## config.mk

```make
export PLATFORM = sky130hd
export DESIGN_NAME = tkmhs_ctrl
export DESIGN_NICKNAME = d
export VERILOG_FILES = /design/src/hdl/tkmhs_pkg.sv /design/src/hdl/tkmhs_ctrl.sv
export SDC_FILE = /design/constraint.sdc
export NUM_CORES = 1
export LEC_CHECK = 0
export BUFFER_PORTS_ARGS = -buffer_cell sky130_fd_sc_hd__buf_2
export CORE_AREA = 5 5 42 44
export CTS_CLUSTER_SIZE = 25
export DETAILED_ROUTE_END_ITERATION = 6
export DIE_AREA = 0 0 47 49
export PLACE_DENSITY_LB_ADDON = 0.2
export SYNTH_ARGS = -nofsm -noshare
export SYNTH_HDL_FRONTEND = slang
export SYNTH_SLANG_ARGS = --single-unit
```

## constraint.sdc

```tcl
create_clock -name i_clk -period 2.16 [get_ports i_clk]
set_input_delay 0.432 -clock i_clk [delete_from_list [all_inputs] [get_ports i_clk]]
set_output_delay 0.432 -clock i_clk [all_outputs]
set_load 0.005 [all_outputs]
```

## src/hdl/tkmhs_pkg.sv

```systemverilog
// ----------------------------------------------------------------------------
// tkmhs_pkg
// Shared constants and controller/datapath handshake types for the top-k
// min-heap selector.
// ----------------------------------------------------------------------------
`default_nettype none

package tkmhs_pkg;

    localparam int K_MAX      = 64;
    localparam int VALUE_BITS = 48;
    localparam int ADDR_W     = $clog2(K_MAX);
    localparam int CNT_W      = $clog2(K_MAX + 1);
    localparam int KEEP_W     = 7;
    localparam int PADDR_W    = 3;
    localparam int PDATA_W    = 32;

    localparam logic [0:0] REG_KEEP = 1'b0;

    typedef struct packed {
        logic ins_first;
        logic ins_start;
        logic rep_start;
        logic up_step;
        logic dn_step;
        logic place;
        logic rd_up;
        logic out_load;
    } t_cmd;

    typedef struct packed {
        logic ins;
        logic cnt_zero;
        logic gt_root;
        logic up_move;
        logic dn_move;
    } t_sts;

endpackage

`default_nettype wire

```

## src/hdl/tkmhs_ctrl.sv

```systemverilog
// ----------------------------------------------------------------------------
// tkmhs_ctrl
// Sequencer for insert, replace and sift walks; owns the stream handshakes.
// ----------------------------------------------------------------------------
`default_nettype none

module tkmhs_ctrl (
    input  wire              i_clk,
    input  wire              i_rst_n,
    input  wire              i_in_vld,
    output logic             o_in_rdy,
    output logic             o_out_vld,
    input  wire              i_out_rdy,
    input  tkmhs_pkg::t_sts  i_sts,
    output tkmhs_pkg::t_cmd  o_cmd
);

    localparam logic [1:0] S_IDLE = 2'd0;
    localparam logic [1:0] S_UP   = 2'd1;
    localparam logic [1:0] S_DOWN = 2'd2;
    localparam logic [1:0] S_DONE = 2'd3;

    logic [1:0] r_state, n_state;
    logic       r_out_vld, n_out_vld;
    logic       in_acc;

    assign o_in_rdy  = (r_state == S_IDLE);
    assign o_out_vld = r_out_vld;
    assign in_acc    = i_in_vld && o_in_rdy;

    always_comb begin
        n_state   = r_state;
        n_out_vld = r_out_vld && !i_out_rdy;
        o_cmd     = '0;
        case (r_state)
            S_IDLE: begin
                if (in_acc) begin
                    if (i_sts.ins && i_sts.cnt_zero) begin
                        o_cmd.ins_first = 1'b1;
                        n_state         = S_DONE;
                    end else if (i_sts.ins) begin
                        o_cmd.ins_start = 1'b1;
                        n_state         = S_UP;
                    end else if (i_sts.gt_root) begin
                        o_cmd.rep_start = 1'b1;
                        n_state         = S_DOWN;
                    end else begin
                        n_state = S_DONE;
                    end
                end
            end
            S_UP: begin
                if (i_sts.up_move) begin
                    o_cmd.up_step = 1'b1;
                end else begin
                    o_cmd.place = 1'b1;
                    n_state     = S_DONE;
                end
            end
            S_DOWN: begin
                if (i_sts.dn_move) begin
                    o_cmd.dn_step = 1'b1;
                end else begin
                    o_cmd.place = 1'b1;
                    n_state     = S_DONE;
                end
            end
            S_DONE: begin
                if (!r_out_vld || i_out_rdy) begin
                    o_cmd.out_load = 1'b1;
                    n_out_vld      = 1'b1;
                    n_state        = S_IDLE;
                end
            end
            default: begin
                n_state = S_IDLE;
            end
        endcase
        o_cmd.rd_up = (n_state == S_UP);
    end

    always_ff @(posedge i_clk) begin
        if (!i_rst_n) begin
            r_state   <= S_IDLE;
            r_out_vld <= 1'b0;
        end else begin
            r_state   <= n_state;
            r_out_vld <= n_out_vld;
        end
    end

endmodule

`default_nettype wire

```

== Yosys cells after proc, flatten, opt, wreduce, memory -nomap -nowiden ==
Cells that the tools add are included.
Widths: inputs -> output; s select.

* Input port bits: 9
* Register bits: 3

* Multiplexer cells: 26
* Reductions and logical operators: 7
* Equality and inequality tests: 4

{| class="wikitable"
|+ Operators with widths
! kind !! number
|-
| $mux 1 || 15
|-
| $mux 2 || 7
|-
| $pmux 2 s4 || 1
|-
| $mux 3 || 2
|-
| $eq 2x1->1 const B || 2
|-
| $eq 2x2->1 const B || 2
|-
| $logic_and 1x1->1 || 3
|-
| $logic_not 1->1 || 2
|-
| $logic_not 2->1 || 1
|-
| $pmux 1 s2 || 1
|-
| $logic_or 1x1->1 || 1
|}

== Longest topological paths before layout ==
* Depth after elaboration: 6
* Mapped depth: 5
* Gate-level depth less buffers: 5

== Worst setup path before layout ==
OpenSTA, ideal clock, no wires.

* Path type: register -> output
* Start point: register r_state[0]
* End point: output o_cmd[1] (netlist bit)
* Arrival: 1.391 ns
* Required time: 1.728 ns
* Cell stages (with the launch flop): 6
* Path slack: 0.337 ns
* Cell sequence: dfxtp_1 -> inv_1 -> ha_1 -> and4b_4 -> o21a_1 -> a211oi_2

{| class="wikitable"
|+ RTL lines
! element !! line !! text
|-
| start: declaration || tkmhs_ctrl.sv:23 || <nowiki>logic [1:0] r_state, n_state;</nowiki>
|-
| start signal: assignment || tkmhs_ctrl.sv:87 || <nowiki>r_state <= n_state;</nowiki>
|-
| end: declaration || tkmhs_ctrl.sv:15 || <nowiki>output tkmhs_pkg::t_cmd o_cmd</nowiki>
|}

==> impl_metrics.yaml <==
floorplan:
  core_area_sq_mm: 0.00140
  fp.dieArea_sq_mm: 0.00230
  initial_core_util_pct: 26.3
  chipWidth_um: 47
  row_count: 14
  dieHeight_um: 49
  boundaryPins: 19
drt:
  vias: 364
  drt_wl_total_um: 863
  drc: 0
  drt_iter0_markers: 3
  vias_per_cell: 4.67
  drt_first_pass_iters: 3
  ant_nets: 0
  wire_per_inst_um: 11.1
global_routing:
  grt_pass1_wl_mm: 1.35
  grt_max_degree: 7
  grt_pass1_vias: 352
  grt_usage_pct: 8.22
  antenna_found_initial: 0
  grt_overflow: 0
yosys:
  synth-edff-count: 0
  synthArstFlopShare_pct: 0
  ys_seq_area_share_pct: 16.3
  yosys_register_bits: 3
  synthSimpleGateAreaFrac_pct: 33.2
  synth_cell_types: 21
  synth-adder-area-share_pct: 23.7
  synth_flop_cell: "dfxtp_1"
  netlist_area_sq_um: 369
  muxShareOfSynthArea_pct: 0
  synth_top_family_by_area: "simple AND/OR/NAND/NOR gates"
  avgSynthCellArea_sq_um: 9.71
  synth_nets: 54
  synth-xor-area-share_pct: 0
  synth_compound_area_share_pct: 22.7
  yosys_warnings: 0
  syn_inst: 38
sta:
  setup_violations: 0
  fmax_mhz: 492
  period_needed_ns: 2.03
  report.final.slew_viol_count: 0
  worst_slew_pin_slew_ns: 0.327
  rsz0062_at_grt: "false"
  fin_skew_ns: 0.000202
  relSlewSlack_pct: 78.2
  final-hold-violation-count: 0
  layout_worst_path_cycle_share_pct: 94.1
  tns_ns: 0
clocking:
  cts_root_buffer: "clkbuf_4"
  htree_levels: 1
  hold_buffers: 0
  numCtsBuffers: 3
  clkSinkCount: 3
  cts_resized: 0
  clockBufferDepth: 2
  cts_setup_buffers: 0
  clkTransAtPathRegs_ns: 0.03
  cts_tree: "done"
  clock_latency_ns: 0.23
critical_path:
  crit_fanout: 6
  cp_num_cells: 6
  worstPathCellList: "inv_1 -> ha_2 -> and4b_4 -> o21a_1 -> a211oi_2 -> buf_2"
  worst_ep_required_time_ns: 1.73
  start_kind: "flop"
  ff2ff_path_depth: 5
  endpoint_kind: "output pin"
  crit_arrival_ns: 1.60
  crit_buf_inv: 2
  crit_slowest_cell: "dfxtp_1"
  crit_family: "compound AO/OA/AOI/OAI gates"
  max_stage_delay_ns: 0.34
  path_class: "reg2out"
run_status:
  outcome: "complete, no violations"
hold_path:
  worstHoldPathType: "in2reg"
  min_delay_path_depth: 2
place:
  dp_hpwl_um: 742
  io_buffer_count: 18
  place.gp.congestion: 0.730
finish:
  fin_nets: 79
  drive_above_1_share_pct: 46.8
  layout_common_cells: "18 x buf_2, 6 x ha_1, 4 x inv_1"
  utilization_pct: 37.3
  final_common_cell: "buf_2"
  diodes: 0
  area_delta_synth_final_pct: 41.7
power:
  vdd.ir_drop.worst_uv: 499
  p_leak_nw: 0.264
  p_per_area_mw_per_mm2: 1050
job:
  maxCapViolCount: 0
## final cells by class
cell class              count  area (sq um)
inverters                   4          15.0
fillers                   163           878
multi-input cells          31           297
well taps                  16          20.0
flip-flops and latches      3          60.1
repair buffers             20           105
clock buffers               4          26.3
## power by group
| group | switching (mW) | leakage [nW] | internal (mW) |
|---|---|---|---|
| Sequential | 0.0104 | 0.0247 | 0.0733 |
| Combinational | 0.190 | 0.224 | 0.181 |
| Clock | 0.0270 | 0.0150 | 0.0691 |
## flip-flops by register name (all words and copies together) (netlist names)
name and cells:
o_out_vld 1, r_state 2
## cell usage after synthesis (2+ instances only)
master / n / area share [%]
and2_1: 3 / 5.1
nor2b_1: 2 / 3.4
a21oi_1: 2 / 2.7
and4b_4: 2 / 7.5
inv_1: 4 / 4.1
ha_1: 7 / 24
o21a_1: 2 / 4.1
dfxtp_1: 3 / 16
## per-layer routing
layer / vias up / track usage (%) / share of wire, %
met5: - / 0 / 0
met4: 0 / 2.76 / 0.70
met3: 2 / 5.54 / 9.4
met2: 11 / 12.4 / 47
met1: 164 / 8.95 / 43
li1: 187 / - / -
## logic make-up (layout without fill, tap and decap cells)
logic type	Yosys count	in the layout
AO/OA/AOI/OAI	9	9
adder cells (fa/ha/maj)	7	7
buffers and inverters	4	28
flip-flops	3	3
AND/OR/NAND/NOR	15	15
## worst paths after layout
path,startpoint,to,slack (ns)
max reg2reg,r_state[0],r_state[0],0.80
min reg2reg,o_out_vld,o_out_vld,0.64
min,i_rst_n,o_out_vld,0.43
max,r_state[1],o_cmd[1],0.13
## per-stage QoR
step	cells	power, mW	setup slack [ns]	hold WS [ns]	cell area [sq um]
6_report	78	0.551	0.128	0.432	523
2_1_floorplan	38	0.332	0.337	0.549	369
3_5_place_dp	74	0.456	0.277	0.642	494
5_1_grt	78	0.604	0.0371	0.444	523
3_3_place_gp	74	0.463	0.267	0.641	494
4_1_cts	78	0.558	0.0210	0.429	520
Power figures use the tool's default switching activity.
